===== config.mk =====
export PLATFORM = sky130hd
export DESIGN_NAME = tbma_front
export DESIGN_NICKNAME = d
export VERILOG_FILES = /design/src/hdl/assert_macros.svh /design/src/hdl/tbma_pkg.sv /design/src/hdl/tbma_front.sv
export SDC_FILE = /design/constraint.sdc
export NUM_CORES = 1
export LEC_CHECK = 0
export BUFFER_PORTS_ARGS = -buffer_cell sky130_fd_sc_hd__buf_4
export CAP_MARGIN = 30
export CORE_ASPECT_RATIO = 1.4
export CORE_MARGIN = 2
export CORE_UTILIZATION = 35
export CTS_CLUSTER_DIAMETER = 100
export DETAILED_ROUTE_END_ITERATION = 8
export MAX_ROUTING_LAYER = met4
export PLACE_DENSITY = 0.62
export SETUP_SLACK_MARGIN = 0.4
export SLEW_MARGIN = 20
export SYNTH_ARGS = -nofsm -noshare
export SYNTH_HDL_FRONTEND = slang
export SYNTH_SLANG_ARGS = --single-unit

===== constraint.sdc =====
create_clock -name clk -period 2.45 [get_ports clk]
set_clock_uncertainty 0.1 [all_clocks]
set_input_delay 0.3675 -clock clk [delete_from_list [all_inputs] [get_ports clk]]
set_output_delay 0.3675 -clock clk [all_outputs]
set_load 0.005 [all_outputs]

===== src/hdl/assert_macros.svh =====
// Assertion helpers for the RTL.
`ifndef ASSERT_MACROS_SVH
`define ASSERT_MACROS_SVH

// Checked at every rising edge of clk and skipped while rst is high.
`define ASSERT_CLK(lbl, prop, msg) \
  lbl: assert property (@(posedge clk) disable iff (rst) prop) else $error(msg);

// Checked at every rising edge of clk, reset cycles included.
`define ASSERT_ALWAYS(lbl, prop, msg) \
  lbl: assert property (@(posedge clk) prop) else $error(msg);

`endif


===== src/hdl/tbma_pkg.sv =====
`default_nettype none
package tbma_pkg;

  localparam int MAP_ENTRIES = 4096;
  localparam int PHYS_BLOCKS = 4096;
  localparam int MAP_AW      = $clog2(MAP_ENTRIES);
  localparam int PHYS_AW     = $clog2(PHYS_BLOCKS);
  localparam int CLR_DEPTH   = (MAP_ENTRIES > PHYS_BLOCKS) ? MAP_ENTRIES : PHYS_BLOCKS;
  localparam int CLR_W       = $clog2(CLR_DEPTH);
  localparam int QDEPTH      = 2;

  localparam logic [12:0] CNT_MAX = 13'h1FFF;

  // Configuration register indexes.
  localparam logic [1:0] REG_OFFSET   = 2'd0;
  localparam logic [1:0] REG_SIZE     = 2'd1;
  localparam logic [1:0] REG_PHYS_CNT = 2'd2;
  localparam logic [1:0] REG_RESERVED = 2'd3;

  // Result status codes.
  localparam logic [2:0] ST_MAPPED   = 3'd0;
  localparam logic [2:0] ST_UNMAPPED = 3'd1;
  localparam logic [2:0] ST_NEW      = 3'd2;
  localparam logic [2:0] ST_NOSPACE  = 3'd3;
  localparam logic [2:0] ST_RANGE    = 3'd4;

  typedef struct packed {
    logic        opcode;
    logic [11:0] logical_block;
  } in_item_t;

  typedef struct packed {
    logic [11:0] physical_block;
    logic [2:0]  status;
    logic [12:0] used_count;
  } out_item_t;

  typedef struct packed {
    logic [11:0] partition_offset;
    logic [12:0] partition_size;
    logic [12:0] phys_block_count;
    logic [12:0] reserved_blocks;
  } cfg_t;

  // Classified request handed from the front to the back.
  typedef struct packed {
    logic              opcode;
    logic              out_of_range;
    logic [MAP_AW-1:0] idx;
  } q_item_t;

  typedef enum logic [2:0] {
    BK_CLEAR,
    BK_IDLE,
    BK_LOOK,
    BK_SCAN_RD,
    BK_SCAN_CHK
  } back_state_t;

endpackage
`default_nettype wire


===== src/hdl/tbma_front.sv =====
`default_nettype none
module tbma_front (
  input  wire logic              clk,
  input  wire logic              rst,
  input  wire tbma_pkg::cfg_t    cfg,
  input  wire logic              clearing,
  input  wire logic              in_valid,
  output logic                   in_stall,
  input  wire tbma_pkg::in_item_t in_data,
  output logic                   q_valid,
  output tbma_pkg::q_item_t      q_head,
  input  wire logic              q_pop
);
  import tbma_pkg::*;

  q_item_t                     q_mem [QDEPTH];
  logic [$clog2(QDEPTH)-1:0]   wr_ptr;
  logic [$clog2(QDEPTH)-1:0]   rd_ptr;
  logic [$clog2(QDEPTH+1)-1:0] count;
  logic                        push;
  logic [12:0]                 idx_sum;
  q_item_t                     item;

  // Range check and map index of the incoming request.
  always_comb begin
    idx_sum           = {1'b0, cfg.partition_offset} + {1'b0, in_data.logical_block};
    item.opcode       = in_data.opcode;
    item.out_of_range = ({1'b0, in_data.logical_block} >= cfg.partition_size) ||
                        (32'(idx_sum) >= MAP_ENTRIES);
    item.idx          = idx_sum[MAP_AW-1:0];
  end

  // Hold off transfers while the queue is full or the tables are clearing.
  assign in_stall = clearing || (count == ($clog2(QDEPTH+1))'(QDEPTH));
  assign push     = in_valid && !in_stall;
  assign q_valid  = (count != '0);
  assign q_head   = q_mem[rd_ptr];

  always_ff @(posedge clk) begin
    if (push) begin
      q_mem[wr_ptr] <= item;
    end
  end

  always_ff @(posedge clk) begin
    if (rst) begin
      wr_ptr <= '0;
      rd_ptr <= '0;
      count  <= '0;
    end else begin
      if (push) wr_ptr <= wr_ptr + 1'b1;
      if (q_pop) rd_ptr <= rd_ptr + 1'b1;
      count <= count + (($clog2(QDEPTH+1))'(push)) - (($clog2(QDEPTH+1))'(q_pop));
    end
  end

endmodule
`default_nettype wire


==> flow_summary_export.csv <==
group,metric,value,unit
timing,fmax,503,MHz
clocking,cts_buffers,5,
clocking,insertion_delay,280,ps
critical_path,critPathMaxFanout,5,
global_route,antenna_found_initial,0,
critical_path,r2r-end,"count[1]",
timing,worstMarginPinSlew,273,ps
yosys,yosys_warnings,0,
clocking,cts.sinks,33,
clocking,cts-root-buf,"clkbuf_8",
clocking,path_clk_slew,60,ps
clocking,cts_tree,"yes",
yosys,synth.avg_cell_area,10.7,um^2
yosys,synth-main-ff-cell,"edfxtp_1",
yosys,synthCells,199,
cells_and_area,diodes,0,
placed_design,numPortBuffers,58,
critical_path,slowest_stage,"or3_1",
placed_design,place_area,0.00270,mm^2
min_path,hp-class,"in2reg",
clocking,ctsResizeCount,0,
drt,vias,1645,
placed_design,place.gp.congestion,0.729,
power_and_ir_drop,power_density,573,mW/mm^2
cells_and_area,design_area,0.00282,mm^2
cells_and_area,final_core_util,0.481,
run_status,status,"complete, no violations",
timing,hold_viol_final,0,
critical_path,cp_top_family,"compound AO/OA/AOI/OAI gates",
cells_and_area,layout_commonest_cell,"buf_4",
global_route,grt.total_usage,0.127,
timing,setup-violations-final,0,
min_path,min_path_cells,1,
placed_design,dp_slack,126,ps
floorplan,rows,33,
cells_and_area,area_growth,32.2,%
floorplan,die-width,70.0,um
clocking,max-clock-path-buffers,2,
yosys,synth-edff-count,28,
timing,rsz0062_at_grt,"false",
power_and_ir_drop,peakVddDrop,0.259,mV
global_route,grt_pass1_wl,6650,um
drt,finalWirelength,3960,um
cells_and_area,final_nets,364,
drt,drtAntennaViolNets,0,
critical_path,cp.buffers_inverters,2,
drt,first_pass_iters,6,
min_path,min_from,"in_data[12]",
critical_path,path_class,"in2reg",
placed_design,hpwl,3350,um
power_and_ir_drop,p_leak,1.26,nW
critical_path,endpoint_kind,"flop",
critical_path,cp_data_arrival_time,1900,ps
global_route,grt_max_degree,15,
drt,drt_iter0_markers,53,
flow_run,max_cap_viol_count,0,
yosys,syn_area,0.00213,mm^2
critical_path,max_stage_delay,330,ps
drt,wire_per_inst,11.7,um
floorplan,start_util,0.364,
yosys,synth_seq_area_share,0.441,
min_path,hold-path-endpoint,"q_mem[1][13]",
timing,slew_viol_final,0,
timing,finalCritPeriodShare,0.812,
timing,period_needed,1990,ps
critical_path,crit_chain,"buf_4, ha_4, inv_2, fa_2, nor2b_4, o31a_1, o21ai_4, a21oi_1, or3_1",
cells_and_area,layout_common_cells,"buf_4 (63), edfxtp_1 (28), inv_1 (25), ha_1 (25)",
cells_and_area,fillers,580,
critical_path,required,2370,ps
clocking,htreeDepth,2,
yosys,async_flop_share,0,
yosys,synth_seq_cells,33,
drt,via_per_inst,4.85,
power_and_ir_drop,p_total,1.61,mW
critical_path,start_kind,"primary input",
timing,worst_slack,461,ps
clocking,cts_setup_buffers,0,
timing,final.setup.tns,0,ps
clocking,hold_buffers,0,
floorplan,io_pins,85,
yosys,synth_nets,295,
critical_path,r2r_slack,660,ps
floorplan,core,0.00586,mm^2
yosys,synth.distinct_cells,39,
critical_path,reg2reg_depth,9,
global_route,grt_overflow,0,
critical_path,worstReg2RegStart,"count[0]",
drt,drcViolationCount,0,
global_route,first_global_vias,1610,
floorplan,die_h,96.3,um
floorplan,dieArea,0.00674,mm^2
timing,max-slew-margin-rel,0.818,
cells_and_area,final_layout_size_suffix_gt1_frac,0.342,
[where the power goes]
part / internal, mW / switching, mW
Combinational: 0.236 / 0.203
Clock: 0.299 / 0.182
Sequential: 0.677 / 0.0171
Total: 1.21 / 0.402
[how the worst max path moves through the flow]
stage | start | endpoint | slack, ps | cells after the start
after global routing | in_data[0] | q_mem[0][12] | 410 | 9
after floorplan | cfg[39] | q_mem[0][10] | 380 | 8
after CTS | cfg[39] | q_mem[0][12] | 430 | 9
after global placement | in_data[0] | q_mem[0][12] | 140 | 9
after detailed placement | cfg[39] | q_mem[0][12] | 130 | 9
final | in_data[0] | q_mem[0][12] | 460 | 9
[registers in the layout, summed over array words and instances (netlist names), named ones only]
register	flops
count	2
rd_ptr	1
q_mem	28
wr_ptr	1
[area by class of cell]
cell class / count / area, um^2 / area share
clock buffers: 5 / 68.8 / 0.0244
clock inverters: 3 / 41.3 / 0.0146
inverters: 26 / 97.6 / 0.0346
multi-input cells: 139 / 1110 / 0.394
flip-flops and latches: 33 / 941 / 0.334
well taps: 70 / 87.6 / 0.0311
repair buffers: 63 / 473 / 0.168
[kinds of logic (layout without fill, tap and decap cells)]
logic type,count (synthesis),in the layout,share of synthesized area
and+or+nand+nor,46,46,0.109
AOI/OAI and AO/OA,44,44,0.133
DFF,33,33,0.441
adders and majority gates,27,27,0.162
buffers and inverters,27,97,0.0475
muxes,14,14,0.0739
xor gates and xnor gates,8,8,0.0329
[stage by stage]
stage | hold WS (ps) | std cells
6_report | 175 | 339
5_1_grt | 171 | 339
4_1_cts | 167 | 339
3_5_place_dp | 408 | 331
3_3_place_gp | 395 | 331
2_1_floorplan | 339 | 199
[synth_stat cells, drive strengths merged, types with 2 or more instances]
| master | n | share of area |
|---|---|---|
| a21oi | 15 | 0.035 |
| nand4 | 2 | 0.0059 |
| nand2 | 7 | 0.012 |
| nor2 | 15 | 0.026 |
| dfxtp | 5 | 0.047 |
| nand3 | 5 | 0.012 |
| nor2b | 4 | 0.015 |
| inv | 26 | 0.046 |
| xnor2 | 5 | 0.021 |
| o21ai | 11 | 0.031 |
| or2 | 2 | 0.0059 |
| ha | 26 | 0.15 |
| xor2 | 3 | 0.012 |
| nor3 | 4 | 0.0094 |
| mux2 | 14 | 0.074 |
| or3 | 3 | 0.0088 |
| a21o | 4 | 0.014 |
| edfxtp | 28 | 0.39 |
| a211o | 2 | 0.0082 |
| a211oi | 2 | 0.0070 |
[routing by layer]
| metal | GRT usage | wire length (um) | vias to the layer above |
|---|---|---|---|
| met5 | - | 0 | - |
| met4 | 0.0513 | 61 | 0 |
| met3 | 0.0188 | 173 | 5 |
| met2 | 0.240 | 2110 | 44 |
| met1 | 0.132 | 1620 | 740 |
| li1 | - | - | 856 |
No activity file was read; power rests on OpenSTA's default activity.
